--- src/hdl/pqr_fifo.sv ---
module pqr_fifo #(
	parameter int WIDTH = 8,
	parameter int DEPTH = 2,
	localparam int AW = (DEPTH > 1) ? $clog2(DEPTH) : 1,
	localparam int CW = $clog2(DEPTH + 1)
) (
	input  logic             clk,
	input  logic             arst_n,
	input  logic             in_valid,
	output logic             in_ready,
	input  logic [WIDTH-1:0] in_data,
	output logic             out_valid,
	input  logic             out_ready,
	output logic [WIDTH-1:0] out_data
);

	logic [WIDTH-1:0] mem [DEPTH];
	logic [AW-1:0]    wr_q;
	logic [AW-1:0]    rd_q;
	logic [CW-1:0]    cnt_q;
	logic             push;
	logic             pop;

	assign in_ready  = cnt_q != CW'(DEPTH);
	assign out_valid = cnt_q != '0;
	assign out_data  = mem[rd_q];
	assign push      = in_valid && in_ready;
	assign pop       = out_valid && out_ready;

	always_ff @(posedge clk or negedge arst_n) begin
		if (!arst_n) begin
			wr_q  <= '0;
			rd_q  <= '0;
			cnt_q <= '0;
		end else begin
			if (push) begin
				wr_q <= (wr_q == AW'(DEPTH - 1)) ? '0 : wr_q + 1'b1;
			end
			if (pop) begin
				rd_q <= (rd_q == AW'(DEPTH - 1)) ? '0 : rd_q + 1'b1;
			end
			if (push && !pop) begin
				cnt_q <= cnt_q + 1'b1;
			end else if (pop && !push) begin
				cnt_q <= cnt_q - 1'b1;
			end
		end
	end

	always_ff @(posedge clk) begin
		if (push) begin
			mem[wr_q] <= in_data;
		end
	end

endmodule

--- config.mk ---
export PLATFORM = sky130hd
export DESIGN_NAME = pqr_fifo
export DESIGN_NICKNAME = d
export VERILOG_FILES = /design/src/hdl/pqr_fifo.sv
export SDC_FILE = /design/constraint.sdc
export NUM_CORES = 1
export LEC_CHECK = 0
export BUFFER_PORTS_ARGS = -buffer_cell sky130_fd_sc_hd__buf_2
export CAP_MARGIN = 20
export CORE_MARGIN = 3
export CORE_UTILIZATION = 35
export DETAILED_ROUTE_END_ITERATION = 8
export MAX_ROUTING_LAYER = met4
export PLACE_DENSITY = 0.54
export REMOVE_ABC_BUFFERS = 1
export SYNTH_ARGS = -nofsm -noshare
export SYNTH_HDL_FRONTEND = slang
export SYNTH_SLANG_ARGS = --single-unit
--- constraint.sdc ---
create_clock -name clk -period 3.36 [get_ports clk]
set_input_delay 0.504 -clock clk [delete_from_list [all_inputs] [get_ports clk]]
set_output_delay 0.504 -clock clk [all_outputs]
set_load 0.01 [all_outputs]
[After elaboration in Yosys (flattened, before gate mapping)]
Memories as Yosys holds them, arrays and structs flattened.
Index checks and enable logic that the tools add are counted.
Word-level totals
  bits of input ports: 12
  memories kept: 1
  bits in writable memories: 16
  word-level logic and storage cells: 23
  output and inout port bits: 10
  bits in registers: 4
Memory list
  mem: words 2, width 8, rd ports 1, clocked after memory_dff 0, wr ports 1, line 17  | logic [WIDTH-1:0] mem [DEPTH];
Operators by class
  $add $sub $neg: 4
  reduce and logical (&&, ||, !) cells: 8
  eq/ne operators: 1
  multiplexer cells: 6
Operators with widths (number)
  logical AND 1 bit: 4
  two-way mux 1 bit: 4
  two-way mux 2 bit: 2
  nonzero test 2 bit: 2
  adder 1 bit (second input constant): 2
  adder 2 x 1 -> 2 bit (second input constant): 1
  zero test 1 bit: 2
  inequality test 2 bit (second input constant): 1
  subtractor 2 x 1 -> 2 bit (second input constant): 1

[Longest topological paths before layout]
Gate-level depths: netlist of run 1.
  word-level depth: 6
  mapped depth: 7

[Worst setup path before layout of run 1]
Ideal clock, no wire load.
  path type: register -> register
  from: reg cnt_q[0]
  to: mem mem[0][0], enable pin
  path buffers: 0
  data arrival time: 1016 ps
  stages on the path, launching flop included: 4
  path slack: 1974 ps
  path through: dfrtp_1 -> nand2b_4 -> nand2_1 -> nor2_1
On the way
  word-level cells in the longest chain between the ends: 4
Ends and longest elaborated chain
  from (decl): line 20  | logic [CW-1:0] cnt_q;
  from (signal assigned): line 43  | cnt_q <= cnt_q + 1'b1;
  from (signal assigned): line 45  | cnt_q <= cnt_q - 1'b1;
  inequality test 2 bit: line 24  | assign in_ready = cnt_q != CW'(DEPTH);
  named net in_ready: line 10  | output logic in_ready,
  logical AND 1 bit: line 27  | assign push = in_valid && in_ready;
  two-way mux 1 bit: line 51  | if (push) begin
  two-way mux 1 bit (implied by the code): line 52  | mem[wr_q] <= in_data;
  to (decl): line 17
The timed path passes the listed nets, and every way through them passes these cells.

[Worst setup path after layout of run 1]
  from: reg rd_q
  to: out out_data[1]
On the way
  word-level cells in the longest chain between the ends: 1
Ends and longest elaborated chain
  from (decl): line 19  | logic [AW-1:0] rd_q;
  from (signal assigned): line 40  | rd_q <= (rd_q == AW'(DEPTH - 1)) ? '0 : rd_q + 1'b1;
  memory (2 x 8 bit)
  to (decl): line 14  | output logic [WIDTH-1:0] out_data
Every way passes these cells.

==> metrics.cfg, run 1 <==
[routing]
routedLengthMet1_um=534
vias=406
ant_nets=0
drt_pass1_iterations=3
wl_met2_um=514
wl_per_cell_um=11.8
drt_iter0_drc=12
routed-wl-met3_um=72
via_per_inst=4.27
drt-total-wl_mm=1.12
route.detailed.drc=0
top_layer_used=met3

[die]
initial_utilization_pct=38.5
io_pins=22
die_area_sq_um=2850
die_w_um=53.4
die_y_um=53.4
fp-row-count=16
design.core.area_sq_um=2040

[placement]
gp_congestion=0.725
dp_cells=90
portBuffers=21
dp_hpwl_um=835

[global_route]
antenna_found_initial=0
grt_pass1_vias=394
grt_pass1_wl_mm=1.66
grt_max_degree=12
grt_overflow=0
grtUsageTotal_pct=8.55

[worst_setup_path]
critPathLaunchType=register
critPathBufInv=1
critPathCaptureType=output pin
cpPeakStageDelay_ns=0.59
cp_data_arrival_time_ns=1.39
worst_path_max_delay_cell=dfrtp_1
crit_path_max_fanout=9
path_cells=mux2_2 > buf_2
cpLargestDelayFamily=flip-flops
required_ns=2.86
critPathKind=reg2out

[finish]
syn_to_final_growth_pct=21.6
fin_cells=95
fin_nets=82
final_common_cell=buf_2
drive_gt1_share_pct=51.5
fill_cells=182
layout_common_cells=21 x buf_2, 16 x edfxtp_1, 8 x mux2_2, 4 x dfrtp_1
num_antenna_cells=0

[synth]
yosysWarnings=0
yosysSeqAreaShare_pct=73.8
synth_flop_cell=edfxtp_1
synth_edf_count=16
yosysTopAreaCellShare_pct=61.0
syn-instance-count=43
syn_avg_cell_area_sq_um=18.3
synthArstFlopShare_pct=20.0
ys_types=14
yosysTopAreaCell=edfxtp_1
netlist_area_sq_um=787
ys_seq_elements=20
synth_area_leaders=edfxtp_1 61%, dfrtp_1 13%, mux2_2 11%, xnor2_1 3.3%, xor2_1 2.2%

[sta]
slew_headroom_pct=54.5
rsz0062_at_grt=no
fin_crit_sh_pct=56.3
drv_slew=0
hold_viol=0
timing.final.crit_period_ns=1.89
max_freq_ghz=0.528
holdWs_ns=0.404
worst_slew_pin_slew_ns=0.680
finalSetupViolCount=0
tns_ns=0
clock_skew_ns=0.00112

[worst_hold_path]
hp-class=in2reg

[clocking]
clock_sinks=20
htreeDepth=1
clock_latency_ns=0.28
cts_root_buf=clkbuf_4
clk_path_buf_depth=2
path_clk_slew_ns=0.10
cts_buffers=3
postCtsSetupBuffers=0
cts_tree=built

[pwr]
ir_drop_uv=369
power.density_nw_per_um2=813
leakage_nw=0.388

[run]
drv_cap=0

[run_status]
status=finished, final reports clean

-- Yosys cell counts, types with 2 or more instances --
| library cell | instances |
|---|---|
| edfxtp_1 | 16 |
| mux2_2 | 8 |
| dfrtp_1 | 4 |
| xnor2_1 | 3 |
| nor2_1 | 2 |
| xor2_1 | 2 |
-- final timing paths --
kind	slack [ns]	start	cells after the start	endpoint
min in group asynchronous	0.55	arst_n	2	cnt_q[0]
min reg2reg	0.50	wr_q	1	wr_q
max	1.47	rd_q	2	out_data[1]
max in group asynchronous	2.69	arst_n	2	rd_q
min	0.40	in_data[0]	1	mem[0][0]
max reg2reg	1.79	cnt_q[0]	3	mem[0][1]
-- power breakdown --
group	switching, W	internal [W]
clock network	0.0000633	0.0000460
logic	0.000124	0.000146
registers	0.0000524	0.000347
total	0.000240	0.000538
-- cells by family (layout without fill, tap and decap cells) --
kind of cell             after synthesis  count (layout)  synth area share [%]
buffers and inverters                  2              27                  1.11
AND/OR/NAND/NOR                        7               7                  6.52
multiplexers                           8               8                  11.4
XOR/XNOR                               5               5                  5.57
flip-flops                            20              20                  73.8
adder cells (fa/ha/maj)                1               1                  1.59
-- flip-flops by register name (all words and copies together), names as in the netlist --
name,cells
rd_q,1
mem,16
wr_q,1
cnt_q,2
-- through the flow --
step	util (%)	worst slack [ns]	cell area, sq um	total power (W)
6_report	46.9	1.47	957	0.000779
5_1_grt	46.9	1.39	957	0.000831
4_1_cts	46.9	1.43	957	0.000792
3_5_place_dp	45.1	1.74	921	0.000679
3_3_place_gp	45.1	1.77	921	0.000678
2_1_floorplan	-	1.97	782	0.000587
-- per-layer routing --
metal	up-vias	track usage [%]
li1	207	-
met1	187	11.1
met2	12	13.5
met3	0	2.54
met4	0	1.28
met5	-	-
-- layout make-up --
cell class | instances | area [sq um] | area share [%]
Tap cell | 27 | 33.8 | 3.53
Inverter | 1 | 3.75 | 0.392
Timing Repair Buffer | 22 | 115 | 12.0
Clock buffer | 4 | 26.3 | 2.75
Multi-Input combinational cell | 21 | 198 | 20.7
Sequential cell | 20 | 581 | 60.7
-- timing repair --
item                      CTS  global route
resized for setup           0             0
hold buffers                1             0
hold endpoints to repair    4             0
-- worst reg2reg max path: cells and delay by family (launching register included) --
family	cells	cell delay, ns
flip-flops	1	0.43
AND/OR/NAND/NOR	3	0.78
No activity file was read; power rests on OpenSTA's default activity.
==> run 2: changes to the inputs <==
Settings changed: ABC_AREA set to 1, PLACE_DENSITY 0.54 to 0.56.
Clock period 3.36 ns to 1.6 ns, I/O delays scaled along.
==> run 2 against run 1 <==
Die area grew 4.5%; critical endpoint is now out_data[5]; synthesized cell count increased by 63%; global-route usage up 3.1 points; count of clock-buffer cells in the layout shrank 1; power grew 150%; critical path depth increased by 2; sequential power is 110% higher.
==> metrics.cfg, run 2 <==
[synth]
synth_edf_count=16  ; unchanged
syn-instance-count=70  ; was 43
yosysTopAreaCellShare_pct=58.1  ; was 61.0%
yosysWarnings=0  ; unchanged
synth_flop_cell=edfxtp_1  ; unchanged
synth_area_leaders=edfxtp_1 58%, nand2_1 14%, dfrtp_1 12%, nand2_4 2.7%, xor2_2 2.0%  ; was edfxtp_1 61%, dfrtp_1 13%, mux2_2 11%, xnor2_1 3.3%, xor2_1 2.2%
syn_avg_cell_area_sq_um=11.8  ; was 18.3 sq um
yosysSeqAreaShare_pct=70.2  ; was 73.8%
synthArstFlopShare_pct=20.0  ; unchanged
ys_types=14  ; unchanged
netlist_top_cells_count=30 x nand2_1, 16 x edfxtp_1, 4 x dfrtp_1, 4 x inv_1, 3 x inv_2  ; was 16 x edfxtp_1, 8 x mux2_2, 4 x dfrtp_1
ys_seq_elements=20  ; unchanged
yosysMostFrequentCell=nand2_1  ; was edfxtp_1
netlist_area_sq_um=827  ; was 787 sq um
yosysTopAreaCell=edfxtp_1  ; unchanged

[die]
die_y_um=54.6  ; was 53.4 um
design.core.area_sq_um=2100  ; was 2040 sq um
die_area_sq_um=2980  ; was 2850 sq um
fp-row-count=16  ; unchanged
die_w_um=54.6  ; was 53.4 um
initial_utilization_pct=39.3  ; was 38.5%
io_pins=22  ; unchanged

[routing]
ant_nets=0  ; unchanged
drt-total-wl_mm=1.33  ; was 1.12 mm
drt_iter0_drc=2  ; was 12
via_per_inst=4.29  ; was 4.27
route.detailed.drc=0  ; unchanged
wl_per_cell_um=10.8  ; was 11.8 um
drt_pass1_iterations=4  ; was 3
vias=532  ; was 406

[pwr]
power.density_nw_per_um2=1860  ; was 813 nW/um^2
leakage_nw=0.484  ; was 0.388 nW
ir_drop_uv=913  ; was 369 uV
fin_total_pwr_w=0.00192  ; was 0.000779 W

[finish]
drive_gt1_share_pct=37.1  ; was 51.5%
top_register=mem  ; unchanged
fin_nets=111  ; was 82
final_common_cell=nand2_1  ; was buf_2
reg.largest.list=mem: 16 flops, cnt_q: 2 flops  ; unchanged
largest_reg_flops=16  ; unchanged
syn_to_final_growth_pct=25.3  ; was 21.6%
fin_util_pct=49.3  ; was 46.9%
num_antenna_cells=0  ; unchanged
layout_common_cells=30 x nand2_1, 21 x buf_2, 16 x edfxtp_1, 4 x inv_1  ; was 21 x buf_2, 16 x edfxtp_1, 8 x mux2_2, 4 x dfrtp_1

[sta]
rsz0062_at_grt=no  ; unchanged
fin_crit_sh_pct=89.2
timing.final.crit_period_ns=1.43
max_freq_ghz=0.701
hold_viol=0  ; unchanged
finalSetupViolCount=0  ; unchanged
slew_headroom_pct=84.4  ; was 54.5%
drv_slew=0  ; unchanged
tns_ns=0  ; unchanged
worst_slew_pin_slew_ns=0.234  ; was 0.680 ns
clock_skew_ns=0.00205  ; was 0.00112 ns

[clocking]
cts_root_buf=clkbuf_4  ; unchanged
clk_path_buf_depth=2  ; unchanged
htreeDepth=1  ; unchanged
cts_tree=built  ; unchanged
clock_sinks=20  ; unchanged
clock_latency_ns=0.29  ; was 0.28 ns
cts_buffers=3  ; unchanged
path_clk_slew_ns=0.11  ; was 0.10 ns

[worst_setup_path]
required_ns=1.36  ; was 2.86 ns
reg2reg_depth=9  ; was 3
crit_path_max_fanout=10  ; was 9
critPathKind=reg2out  ; unchanged
critPathCaptureType=output pin  ; unchanged
critPathLaunchType=register  ; unchanged
cp_data_arrival_time_ns=1.19  ; was 1.39 ns

[global_route]
grt_pass1_wl_mm=2.17  ; was 1.66 mm
grtUsageTotal_pct=11.6  ; was 8.55%
grt_overflow=0  ; unchanged
grt_max_degree=13  ; was 12
grt_pass1_vias=515  ; was 394
antenna_found_initial=0  ; unchanged

[placement]
dp_hpwl_um=949  ; was 835 um
gp_congestion=0.685  ; was 0.725
portBuffers=21  ; unchanged

[worst_hold_path]
holdPathStages=1  ; unchanged
hp-class=in2reg  ; unchanged

[run]
drv_cap=0  ; unchanged

[run_status]
status=finished, final reports clean  ; unchanged

==> run 2: cell count changes after synthesis, sizes merged, moves of 2 or more <==
| cell | previous run | this run |
|---|---|---|
| nand2 | 2 | 34 |
| xnor2 | 3 | 1 |
| mux2 | 8 | 0 |
| nand3 | 0 | 2 |
| inv | 1 | 7 |
==> run 2: metrics by stage <==
step / setup WS, ns / std cells / cell area (sq um) / hold WS [ns]
5_1_grt: 0.0516 / 124 / 1040 / 0.102
4_1_cts: 0.00379 / 124 / 1030 / 0.112
3_5_place_dp: 0.222 / 119 / 970 / 0.0545
6_report: 0.173 / 124 / 1040 / 0.123
2_1_floorplan: 0.277 / 69 / 816 / -0.0556
3_3_place_gp: 0.292 / 119 / 970 / 0.0529
==> run 2: worst max-delay path: stages, from the launching register on <==
cell and delay, ns:
dfrtp_2 0.52, inv_4 0.14, nand2_1 0.06, nand2_1 0.05
buf_2 0.12
==> run 2: area by class of cell <==
cell class,count,area [sq um]
fill,183,1070
sequential,20,582
multi-input combinational,42,209
timing repair buffer,24,130
tap,27,33.8
clock inverter,1,30.0
inverter,7,28.8
clock buffer,3,22.5
==> run 2: timing repair <==
item,in CTS,in global routing
buffers inserted,0,0
setup endpoints to repair,0,8
gates resized for setup,0,2
hold buffers,1,0
endpoints found under the hold margin,4,0
==> run 2: worst paths after layout <==
| path | startpoint | endpoint | slack (ns) |
|---|---|---|---|
| worst max-delay path | rd_q | out_data[5] | 0.17 |
| worst min-delay path | in_data[0] | mem[0][0] | 0.12 |
| worst max register to register | cnt_q[0] | cnt_q[1] | 0.21 |
| worst min register to register | cnt_q[0] | cnt_q[0] | 0.54 |
| max in group asynchronous | arst_n | rd_q | 1.20 |
| min in group asynchronous | arst_n | cnt_q[1] | 0.27 |
==> run 2: logic make-up (layout without fill, tap and decap cells) <==
logic type | after synthesis | after routing | synth area share (%)
fa+ha+maj | 1 | 1 | 1.51
xor+xnor | 2 | 2 | 3.03
simple gates | 39 | 39 | 20.7
buf+inv | 8 | 35 | 4.54
flops | 20 | 20 | 70.2
==> run 2: power breakdown <==
group | switching, W | internal, W
logic | 0.000415 | 0.000274
registers | 0.000104 | 0.000726
clock network | 0.000151 | 0.000253
==> run 2: per-layer routing <==
layer	vias up	GRT usage [%]	wire length (um)
met5	-	-	0
met4	0	8.30	9
met3	2	3.27	67
met2	17	17.3	645
met1	236	13.4	610
li1	277	-	-
