### src/hdl/pqr_pkg.sv
package pqr_pkg;

	localparam logic [1:0] OP_INSERT = 2'd0;
	localparam logic [1:0] OP_REMOVE = 2'd1;
	localparam logic [1:0] OP_REPRIO = 2'd2;

	typedef enum logic [1:0] {
		K_INSERT,
		K_REMOVE,
		K_REPRIO,
		K_NOP
	} cmd_kind_t;

	typedef enum logic [1:0] {
		ST_OK,
		ST_EMPTY,
		ST_FULL,
		ST_NOTFOUND
	} status_t;

endpackage

### src/hdl/pqr_front.sv
module pqr_front import pqr_pkg::*; #(
	parameter int ID_BITS = 16,
	parameter int PRIORITY_BITS = 8,
	localparam int CMD_W = $bits(cmd_kind_t) + ID_BITS + PRIORITY_BITS
) (
	input  logic                     clk,
	input  logic                     arst_n,
	input  logic                     in_valid,
	output logic                     in_ready,
	input  logic [1:0]               in_opcode,
	input  logic [ID_BITS-1:0]       in_id,
	input  logic [PRIORITY_BITS-1:0] in_pri,
	output logic                     cmd_valid,
	input  logic                     cmd_ready,
	output logic [CMD_W-1:0]         cmd_data
);

	logic             valid_q;
	logic [CMD_W-1:0] data_q;
	cmd_kind_t        kind;

	always_comb begin
		case (in_opcode)
			OP_INSERT: kind = K_INSERT;
			OP_REMOVE: kind = K_REMOVE;
			OP_REPRIO: kind = K_REPRIO;
			default:   kind = K_NOP;
		endcase
	end

	assign in_ready  = !valid_q || cmd_ready;
	assign cmd_valid = valid_q;
	assign cmd_data  = data_q;

	always_ff @(posedge clk or negedge arst_n) begin
		if (!arst_n) begin
			valid_q <= 1'b0;
		end else if (in_ready) begin
			valid_q <= in_valid;
		end
	end

	always_ff @(posedge clk) begin
		if (in_valid && in_ready) begin
			data_q <= {kind, in_id, in_pri};
		end
	end

endmodule

### config.mk
export PLATFORM = sky130hd
export DESIGN_NAME = pqr_front
export DESIGN_NICKNAME = d
export VERILOG_FILES = /design/src/hdl/pqr_pkg.sv /design/src/hdl/pqr_front.sv
export SDC_FILE = /design/constraint.sdc
export NUM_CORES = 1
export LEC_CHECK = 0
export BUFFER_PORTS_ARGS = -buffer_cell sky130_fd_sc_hd__buf_2
export CAP_MARGIN = 5
export CORE_MARGIN = 4
export CORE_UTILIZATION = 39
export CTS_CLUSTER_DIAMETER = 50
export DETAILED_ROUTE_END_ITERATION = 12
export PLACE_DENSITY = 0.82
export SLEW_MARGIN = 10
export SYNTH_ARGS = -nofsm -noshare
export SYNTH_HDL_FRONTEND = slang
export SYNTH_SLANG_ARGS = --single-unit
### constraint.sdc
create_clock -name clk -period 1.5 [get_ports clk]
set_input_delay 0.3 -clock clk [delete_from_list [all_inputs] [get_ports clk]]
set_output_delay 0.3 -clock clk [all_outputs]
set_load 0.005 [all_outputs]
---- After elaboration in Yosys (flattened, before gate mapping) ----
Cells that the tools add are included.
storage, ports and cells
  input bits .............................. 30
  register bits after elaboration ......... 27
  logic and storage cells ................. 9
  output and inout bits ................... 28
cells by class
  reduce and logical (&&, ||, !) cells .... 4
  mux-type cells .......................... 1
  eq/ne operators ......................... 2
operators by type and width
  cell                                                             number
  2-bit case mux with 3 select lines                               1
  2-bit by 1-bit == test with 1-bit output, second input constant  1
  2-bit == test, second input constant                             1
  2-bit logical NOT                                                1
  1-bit logical AND                                                1
  1-bit logical NOT                                                1
  1-bit logical OR                                                 1

---- Logic depth before layout (Yosys ltp) ----
Gate-level depths: netlist (run 1).
  depth in word-level cells ............... 3
  gate-level depth with buffers ........... 2
  gate-level depth less buffers ........... 2

---- Worst setup path before layout (run 1) ----
Ideal clock, no wire load.
  kind .................................... register -> register
  start point ............................. reg valid_q (netlist: cmd_valid)
  end point ............................... reg data_q[0] (netlist: cmd_data[0]), enable pin
  data required time ...................... 1171 ps
  stages on the path, launching flop included .. 3
  buffers on the path ..................... 0
  data arrival time ....................... 786 ps
  slack ................................... 385 ps
  clock period less this slack ............ 1115 ps
  library setup time ...................... 329 ps
  cells stage by stage .................... dfrtp_1 nand2b_4 and2_4
between the ends
  cells in the longest elaborated chain, start to end .. 3
RTL lines
  what                      RTL line         source
  start: declaration        pqr_front.sv:18  logic valid_q;
  start signal: assignment  pqr_front.sv:39  valid_q <= in_valid;
  1-bit logical NOT         pqr_front.sv:31  assign in_ready = !valid_q || cmd_ready;
  1-bit logical OR          pqr_front.sv:31
  named net in_ready        pqr_front.sv:9   output logic in_ready,
  1-bit logical AND         pqr_front.sv:44  if (in_valid && in_ready) begin
  end signal: assignment    pqr_front.sv:45  data_q <= {kind, in_id, in_pri};
  end: declaration          pqr_front.sv:19  logic [CMD_W-1:0] data_q;
The timed path passes the listed nets, and every way through them passes these cells.
A chain may end at the register's enable or synchronous reset.

---- Final worst setup path (run 1) ----
  start point ............................. reg valid_q (netlist: cmd_valid)
  end point ............................... out in_ready
between the ends
  cells in the longest elaborated chain, start to end .. 2
RTL lines
  what               RTL line
  1-bit logical NOT  pqr_front.sv:31
  1-bit logical OR   pqr_front.sv:31
  end: declaration   pqr_front.sv:9
No other way between the ends.

==> results.py, run 1 <==
metrics = {
    "status": {
        "status": "completed",
    },
    "synth": {
        "syn_area_um2": 842,
        "synth_area_leaders": "edfxtp_1 (93%), dfrtp_1 (3.0%), nand2b_4 (1.6%)",
        "synth_xor_area_share_pct": 0,
        "ys_seq_elements": 27,
        "yosysTopAreaCellShare_pct": 92.7,
        "netlist-cell-type-count": 6,
        "synth_top_family_by_area": "simple AND/OR/NAND/NOR gates",
        "syn_area_per_cell_um2": 26.3,
        "synth_compound_area_share_pct": 0,
        "yosysWarnings": 0,
        "synthCells": 32,
        "synthAdderAreaFrac_pct": 0,
        "syn_nets": 62,
        "synth-seq-area-share_pct": 95.7,
        "yosys.area.top_type": "edfxtp_1",
        "synth-simple-area-share_pct": 3.42,
        "synth.area.mux_share_pct": 0,
    },
    "place": {
        "gp_congestion": 0.547,
        "dpl_cell_area_um2": 1150,
        "portBuffers": 57,
    },
    "grt": {
        "grt_pass1_wl_mm": 2.24,
        "overflow": 0,
        "antenna_found_initial": 0,
        "grt_pass1_vias": 518,
        "track_usage_pct": 11.1,
        "grt_start_max_net_pins": 27,
    },
    "cts": {
        "cts_setup_buffers": 0,
        "clock-root-buffer": "clkbuf_4",
        "insertion_delay_ps": 310,
        "h-tree-depth": 1,
        "clkTransAtPathRegs_ps": 130,
        "numCtsBuffers": 3,
        "cts_tree": "built",
        "cts_resized": 0,
        "cts_buffer_depth": 2,
        "clock_sinks": 27,
    },
    "final_layout": {
        "drive_above_1_share_pct": 67.4,
        "regArea_um2": 806,
        "num-nets-final": 123,
        "area_growth_pct": 41.3,
        "n_fill_cell": 169,
        "fin_area_um2": 1190,
        "diodes": 0,
        "final_cell_mix": "buf_2 (57), edfxtp_1 (26), clkbuf_4 (3)",
        "multi_input_area_um2": 28.8,
        "final_common_cell": "buf_2",
    },
    "route": {
        "vias": 501,
        "routed_via_density": 4.21,
        "totalWireLength_mm": 1.57,
        "drtIter0Drc": 5,
        "dr.pass1.iters": 2,
        "drc": 0,
        "ant_nets": 0,
        "wl_per_cell_um": 13.2,
    },
    "setup_path": {
        "cp-start-kind": "flop",
        "cp-end-kind": "primary output",
        "cp_max_fo": 3,
        "crit_path_max_incr_delay_ps": 430,
        "crit_chain": "nand2b_4 > buf_2",
        "crit_path_top_delay_cell": "dfrtp_1",
        "crit_required_ps": 1200,
        "cpLargestDelayFamily": "flip-flops",
        "cp_num_buf_inv": 1,
        "reg2reg_slack_ps": 330,
        "crit_type": "flop to primary output",
        "crit_arrival_ps": 920,
    },
    "floorplanning": {
        "start_util_pct": 42.1,
        "die_y_um": 54.5,
        "die_w_um": 54.5,
        "io_pins": 58,
        "dieArea_um2": 2970,
        "core-area_um2": 2000,
        "rows": 16,
    },
    "power_and_ir_drop": {
        "peakVddDrop_v": 0.000557,
        "power.leakage_nw": 0.517,
        "power_density_nw_per_um2": 1080,
    },
    "sta": {
        "setup_viol": 0,
        "finalSetupTns_ps": 0,
        "post-route-min-period_ps": 1220,
        "skew_ps": 3.30,
        "clock.fmax_mhz": 817,
        "fin_crit_sh_pct": 81.6,
        "worst_slew_pin_slew_ps": 323,
        "slew_headroom_pct": 78.5,
        "hold_viol": 0,
        "rsz0062_at_grt": "no",
        "final_max_slew_viol_count": 0,
    },
    "run": {
        "cap_violations": 0,
    },
    "hold_path": {
        "worstHoldPathType": "input pin to flop",
    },
}
==> report_power, final <==
| group | switching [mW] | internal [mW] |
|---|---|---|
| clock | 0.188 | 0.104 |
| combinational | 0.0491 | 0.0589 |
| sequential | 0.00882 | 0.875 |
| total | 0.246 | 1.04 |
==> routing by layer <==
| layer | wire length (um) | global-route usage (%) | vias up |
|---|---|---|---|
| met3 | 315 | 6.27 | 0 |
| li1 | - | - | 241 |
| met5 | 0 | 0 | - |
| met2 | 723 | 18.7 | 38 |
| met1 | 527 | 10.9 | 222 |
| met4 | 0 | 4.98 | 0 |
==> worst paths after layout <==
check / start / to / cells after the start
worst max-delay path: cmd_valid / in_ready / 2
worst min-delay path: in_id[14] / cmd_data[22] / 1
worst max register to register: cmd_valid / cmd_data[3] / 2
worst min register to register: cmd_valid / cmd_valid / 2
max in group asynchronous: arst_n / cmd_valid / 2
min in group asynchronous: arst_n / cmd_valid / 2
==> cell families (layout without fill, tap and decap cells) <==
group                  count (synthesis)  count (layout)
AND/OR/NAND/NOR                        3               3
flip-flops                            27              27
buffers and inverters                  2              62
==> registers in the layout, indices dropped and copies added (netlist names) <==
name,cells
cmd_data,26
cmd_valid,1
==> synthesized netlist by cell type, drive strengths merged <==
master and n:
and2 1, nand2b 2, clkbuf 2, edfxtp 26
dfrtp 1
==> per-stage QoR <==
| stage | hold WS (ps) | utilization (%) | setup slack, ps | power [mW] | cells |
|---|---|---|---|---|---|
| detailed placement | 77.8 | 57.6 | 301 | 1.01 | 114 |
| CTS | 140 | 59.4 | 254 | 1.30 | 119 |
| finish | 155 | 59.4 | 277 | 1.28 | 119 |
| floorplan | 4.41 | - | 385 | 0.932 | 32 |
| global route | 125 | 59.4 | 218 | 1.35 | 119 |
| global placement | 77.2 | 57.6 | 328 | 1.01 | 114 |
==> final cells by class <==
cell class                 instances  share of cell area, %
sequential                        27                   67.7
timing repair buffer              58                   24.8
clock buffer                       4                   2.21
multi-input combinational          3                   2.42
tap                               27                   2.84
==> timing repair <==
item	in CTS	in global routing
hold buffers	1	0
hold endpoints to repair	1	0
setup endpoints to repair	0	0
Power figures use the tool's default switching activity.
==> run 2: changes to the inputs <==
--- a/config.mk
+++ b/config.mk
@@ -5,13 +5,14 @@
 export SDC_FILE = /design/constraint.sdc
 export NUM_CORES = 1
 export LEC_CHECK = 0
+export ABC_AREA = 1
 export BUFFER_PORTS_ARGS = -buffer_cell sky130_fd_sc_hd__buf_2
 export CAP_MARGIN = 5
 export CORE_MARGIN = 4
-export CORE_UTILIZATION = 39
+export CORE_UTILIZATION = 35
 export CTS_CLUSTER_DIAMETER = 50
 export DETAILED_ROUTE_END_ITERATION = 12
-export PLACE_DENSITY = 0.82
+export PLACE_DENSITY = 0.79
 export SLEW_MARGIN = 10
 export SYNTH_ARGS = -nofsm -noshare
 export SYNTH_HDL_FRONTEND = slang
==> constraint.sdc (replaced) <==
create_clock -name clk -period 1.03 [get_ports clk]
set_input_delay 0.206 -clock clk [delete_from_list [all_inputs] [get_ports clk]]
set_output_delay 0.206 -clock clk [all_outputs]
set_load 0.005 [all_outputs]
==> results.py, run 2 <==
metrics = {
    "power_and_ir_drop": {
        "power_density_nw_per_um2": 1470,
        "pwr-share-seq_pct": 65.6,
        "p_switching_mw": 0.395,
        "power.leakage_nw": 0.596,
        "peakVddDrop_v": 0.00114,
        "clkPwrFrac_pct": 22.1,
        "p_comb_share_pct": 12.3,
        "switching_share_pct": 20.1,
        "p_int_mw": 1.57,
    },
    "floorplanning": {
        "core-area_um2": 2230,
        "rows": 17,
        "io_pins": 58,
        "dieArea_um2": 3230,
        "start_util_pct": 37.3,
        "die_w_um": 56.8,
        "die_y_um": 56.8,
    },
    "synth": {
        "syn_area_um2": 833,
        "syn_area_per_cell_um2": 24.5,
        "netlist-cell-type-count": 6,
        "synth_commonest_cells": "edfxtp_1 (26), clkbuf_1 (2), inv_1 (2), nand2_1 (2)",
        "ys_seq_elements": 27,
        "synthFlopType": "edfxtp_1",
        "yosys.area.top_type": "edfxtp_1",
        "synth-seq-area-share_pct": 96.7,
        "syn_nets": 64,
        "synth_area_leaders": "edfxtp_1 (94%), dfrtp_1 (3.0%), clkbuf_1 (0.90%)",
        "async_flop_share_pct": 3.70,
        "synth_most_common_cell": "edfxtp_1",
        "yosysWarnings": 0,
        "yosysTopAreaCellShare_pct": 93.7,
        "synthCells": 34,
        "synth_edf_count": 26,
    },
    "route": {
        "totalWireLength_mm": 1.86,
        "drtIter0Drc": 7,
        "routed_via_density": 4.32,
        "dr.pass1.iters": 4,
        "ant_nets": 0,
        "vias": 574,
        "drc": 0,
        "wl_per_cell_um": 14.0,
    },
    "sta": {
        "clock.fmax_mhz": 801,
        "finalSetupTns_ps": -3250,
        "setup_slack_ps": -218,
        "final_max_slew_viol_count": 0,
        "skew_ps": 10.4,
        "setup_viol": 41,
        "slew_headroom_pct": 87.8,
        "hold_viol": 0,
        "hold_ws_ps": 51.7,
        "rsz0062_at_grt": "yes",
        "post-route-min-period_ps": 1250,
        "worst_slew_pin_slew_ps": 182,
        "fin_crit_sh_pct": 121,
    },
    "place": {
        "dpl_cell_area_um2": 1190,
        "dp_cells": 120,
        "portBuffers": 57,
        "gp_congestion": 0.647,
    },
    "hold_path": {
        "worstHoldPathType": "input pin to flop",
    },
    "grt": {
        "antenna_found_initial": 0,
        "overflow": 0,
        "grt_start_max_net_pins": 15,
        "grt_pass1_wl_mm": 2.77,
        "track_usage_pct": 11.5,
        "grt_pass1_vias": 622,
    },
    "setup_path": {
        "crit_end": "in_ready",
        "reg2reg_slack_ps": -150,
        "r2r.worst_path.cells": 3,
        "cp-end-kind": "primary output",
        "cp-startpoint": "cmd_valid",
        "cp_max_fo": 2,
        "crit_type": "flop to primary output",
        "cp-start-kind": "flop",
        "r2r_start": "cmd_valid",
        "r2r-end": "cmd_data[0]",
        "crit_arrival_ps": 1040,
        "crit_required_ps": 820,
    },
    "final_layout": {
        "num-nets-final": 136,
        "area_growth_pct": 61.0,
        "fin_area_um2": 1340,
        "diodes": 0,
        "drive_above_1_share_pct": 70.5,
        "final_cell_mix": "buf_2 (56), edfxtp_1 (26), buf_6 (6)",
        "largest_reg_flops": 26,
        "instances_no_fill": 133,
        "fin_util_pct": 60.1,
        "final_common_cell": "buf_2",
    },
    "run": {
        "cap_violations": 0,
    },
    "cts": {
        "h-tree-depth": 1,
        "clock-root-buffer": "clkbuf_4",
        "cts_buffer_depth": 2,
        "numCtsBuffers": 3,
        "clkTransAtPathRegs_ps": 140,
        "clock_sinks": 27,
        "cts_tree": "built",
        "insertion_delay_ps": 320,
    },
    "status": {
        "violations": "negative setup slack",
        "status": "finished, violations left",
    },
}
==> run 2: changes by cell type in the layout (fill, tap and decap cells not counted), sizes merged <==
cell / delta
a21oi: +1
and2: -1
buf: +10
clkbuf: +1
inv: +2
nand2: +2
nand2b: -2
==> run 2: final cells by class <==
cell class,count,area [um^2]
timing repair buffer,69,433
sequential,27,806
clock buffer,4,26.3
inverter,2,7.51
multi-input combinational,3,33.8
fill,180,892
tap,28,35.0
==> run 2: metrics by stage <==
stage | power, mW | setup slack (ps)
floorplan | 1.36 | -277
global placement | 1.48 | 5.43
detailed placement | 1.49 | -16.8
CTS | 1.98 | -233
global route | 2.07 | -277
finish | 1.97 | -218
==> run 2: how the worst min path moves through the flow <==
stage                   end          from  cells past startpoint  slack, ps
2_1_floorplan     cmd_valid        arst_n                      0        -90
3_3_place_gp      cmd_valid        arst_n                      1        -20
3_5_place_dp      cmd_valid        arst_n                      1        -20
4_1_cts         cmd_data[2]     in_pri[2]                      1         50
5_1_grt        cmd_data[25]  in_opcode[1]                      1         20
6_report       cmd_data[24]  in_opcode[0]                      1         50
==> run 2: power by group through the flow <==
| stage | clock network, mW | logic [mW] | registers (mW) |
|---|---|---|---|
| finish | 0.434 | 0.242 | 1.29 |
| global route | 0.509 | 0.264 | 1.30 |
| CTS | 0.442 | 0.244 | 1.29 |
| detailed placement | 0 | 0.178 | 1.31 |
| global placement | 0 | 0.172 | 1.31 |
| floorplan | 0 | 0.0313 | 1.33 |
==> run 2: logic make-up after synthesis <==
| family | after synthesis | synth area share [%] |
|---|---|---|
| AO/OA/AOI/OAI | 1 | 0.600 |
| buffers and inverters | 4 | 1.80 |
| flip-flops | 27 | 96.7 |
| AND/OR/NAND/NOR | 2 | 0.901 |
==> run 2: what timing repair did <==
action	in CTS	in global routing
gates resized for setup	7	5
hold endpoints to repair	1	0
hold buffers	1	0
setup buffers	5	3
gates cloned	2	1
endpoints found under the setup margin	52	54
==> run 2: critical path, cell delays in order (launching register included) <==
cell     delay [ps]
dfrtp_1         440
buf_6           140
nand2_4          60
buf_6            90
==> run 2: routing by layer <==
layer  GRT usage, %  vias up  share of wire [%]
li1               -      267                  -
met1           12.9      264                 36
met2           17.8       41                 47
met3           5.75        2                 15
met4           5.96        0               0.91
met5              0        -                  0
==> run 3: changes to the inputs <==
--- a/config.mk
+++ b/config.mk
@@ -12,7 +12,7 @@
 export CORE_UTILIZATION = 35
 export CTS_CLUSTER_DIAMETER = 50
 export DETAILED_ROUTE_END_ITERATION = 12
-export PLACE_DENSITY = 0.79
+export PLACE_DENSITY = 0.73
 export SLEW_MARGIN = 10
 export SYNTH_ARGS = -nofsm -noshare
 export SYNTH_HDL_FRONTEND = slang
==> results.py, run 3 (synthesized netlist as in run 2, its figures left out) <==
metrics = {
    "status": {
        "status": "finished, violations left",
        "violations": "negative setup slack",
    },
    "route": {
        "vias": 563,
        "ant_nets": 0,
        "drc": 0,
        "totalWireLength_mm": 1.76,
        "wl_per_cell_um": 13.5,
        "dr.pass1.iters": 2,
        "routed_via_density": 4.33,
        "drtIter0Drc": 5,
    },
    "sta": {
        "post-route-min-period_ps": 1270,
        "slew_headroom_pct": 87.6,
        "worst_slew_pin_slew_ps": 187,
        "clock.fmax_mhz": 788,
        "hold_viol": 0,
        "setup_slack_ps": -239,
        "skew_ps": 9.07,
        "setup_viol": 37,
        "hold_ws_ps": 57.0,
        "fin_crit_sh_pct": 123,
        "rsz0062_at_grt": "yes",
        "final_max_slew_viol_count": 0,
    },
    "cts": {
        "clkTransAtPathRegs_ps": 130,
        "numCtsBuffers": 3,
        "cts_buffer_depth": 2,
        "cts_tree": "built",
        "h-tree-depth": 1,
        "clock_sinks": 27,
        "insertion_delay_ps": 310,
        "clock-root-buffer": "clkbuf_4",
    },
    "grt": {
        "track_usage_pct": 11.1,
        "grt_start_max_net_pins": 15,
        "antenna_found_initial": 0,
        "grt_pass1_wl_mm": 2.63,
        "overflow": 0,
        "grt_pass1_vias": 584,
    },
    "final_layout": {
        "n_fill_cell": 175,
        "final_common_cell": "buf_2",
        "instances_no_fill": 130,
        "drive_above_1_share_pct": 68.6,
        "diodes": 0,
        "final_cell_mix": "buf_2 (56), edfxtp_1 (26), clkbuf_4 (3)",
        "num-nets-final": 133,
        "largest_reg_flops": 26,
        "area_growth_pct": 62.5,
    },
    "setup_path": {
        "cp-end-kind": "flop",
        "r2r_start": "cmd_valid",
        "r2r.worst_path.cells": 4,
        "crit_chain": "buf_4 > a21oi_4 > buf_12 > clkbuf_16",
        "crit_path_max_incr_delay_ps": 420,
        "crit_path_top_delay_cell": "dfrtp_1",
        "crit_arrival_ps": 1310,
        "crit_type": "flop to flop",
        "cp_max_fo": 6,
        "reg2reg_slack_ps": -240,
        "cp-start-kind": "flop",
        "r2r-end": "cmd_data[9]",
        "cp-startpoint": "cmd_valid",
        "crit_required_ps": 1070,
    },
    "run": {
        "cap_violations": 0,
    },
    "hold_path": {
        "worstHoldPathType": "input pin to flop",
        "holdPathEnd": "cmd_data[17]",
        "hold_depth": 1,
        "min_from": "in_id[9]",
    },
    "power_and_ir_drop": {
        "pwr-share-seq_pct": 65.4,
        "peakVddDrop_v": 0.000866,
        "power.leakage_nw": 0.596,
        "p_comb_share_pct": 12.9,
        "switching_share_pct": 19.7,
        "clkPwrFrac_pct": 21.6,
        "p_int_mw": 1.58,
        "power_density_nw_per_um2": 1460,
        "p_switching_mw": 0.389,
    },
    "floorplanning": {
        "rows": 17,
        "die_w_um": 56.8,
        "io_pins": 58,
        "dieArea_um2": 3230,
        "core-area_um2": 2230,
        "die_y_um": 56.8,
        "start_util_pct": 37.3,
    },
    "place": {
        "dp_cells": 119,
        "dp_hpwl_mm": 1.19,
        "gp_congestion": 0.619,
        "dpl_worst_slack_ps": -19.6,
        "portBuffers": 57,
    },
}
-- run 3: cell count changes in the layout (fill, tap and decap cells not counted), sizes merged --
cell / delta
buf: -3
-- run 3: worst max-delay path by stage --
stage,slack [ps],depth (start not counted),endpoint
2_1_floorplan,-280,1,cmd_data[0]
3_3_place_gp,2,2,cmd_data[14]
3_5_place_dp,-20,2,cmd_data[14]
4_1_cts,-240,3,in_ready
5_1_grt,-260,4,cmd_data[24]
6_report,-240,4,cmd_data[9]
-- run 3: worst max-delay path, delay by kind of cell, from the launching register on --
family                 cells  cell delay (ps)
buffers and inverters      3              440
flip-flops                 1              420
AO/OA/AOI/OAI              1              130
-- run 3: through the flow --
| step | setup TNS, ps | power [mW] | area (um^2) | utilization [%] |
|---|---|---|---|---|
| final | -6110 | 1.97 | 1350 | 60.6 |
| after global routing | -8440 | 2.07 | 1350 | 60.6 |
| after CTS | -3470 | 1.97 | 1310 | 58.7 |
| after detailed placement | -494 | 1.49 | 1180 | 53.1 |
| after global placement | 0 | 1.48 | 1180 | 53.1 |
| after floorplan | -7200 | 1.36 | 845 | - |
-- run 3: power by group through the flow --
stage / combinational (mW) / clock (mW) / sequential, mW
after detailed placement: 0.173 / 0 / 1.31
after CTS: 0.229 / 0.452 / 1.29
final: 0.255 / 0.427 / 1.29
after global placement: 0.169 / 0 / 1.31
after floorplan: 0.0313 / 0 / 1.33
after global routing: 0.277 / 0.501 / 1.30
-- run 3: cell type report --
cell class	instances	area, um^2	area share [%]
flip-flops and latches	27	806	59.5
repair buffers	66	448	33.1
well taps	28	35.0	2.59
multi-input cells	3	31.3	2.31
clock buffers	4	26.3	1.94
inverters	2	7.51	0.555
-- run 3: per-layer routing --
metal / up-vias / track usage (%) / part of all wire [%]
met5: - / 0 / 0
met2: 38 / 17.5 / 51
met4: 0 / 6.95 / 0.85
met1: 261 / 11.6 / 32
met3: 2 / 5.75 / 16
li1: 262 / - / -
-- run 3: timing repair --
action	4_1_cts	5_1_grt
hold buffers	1	0
cloned	2	1
buffers inserted	2	1
pin swaps	0	0
endpoints found under the hold margin	1	0
resized for setup	4	2
endpoints found under the setup margin	52	54
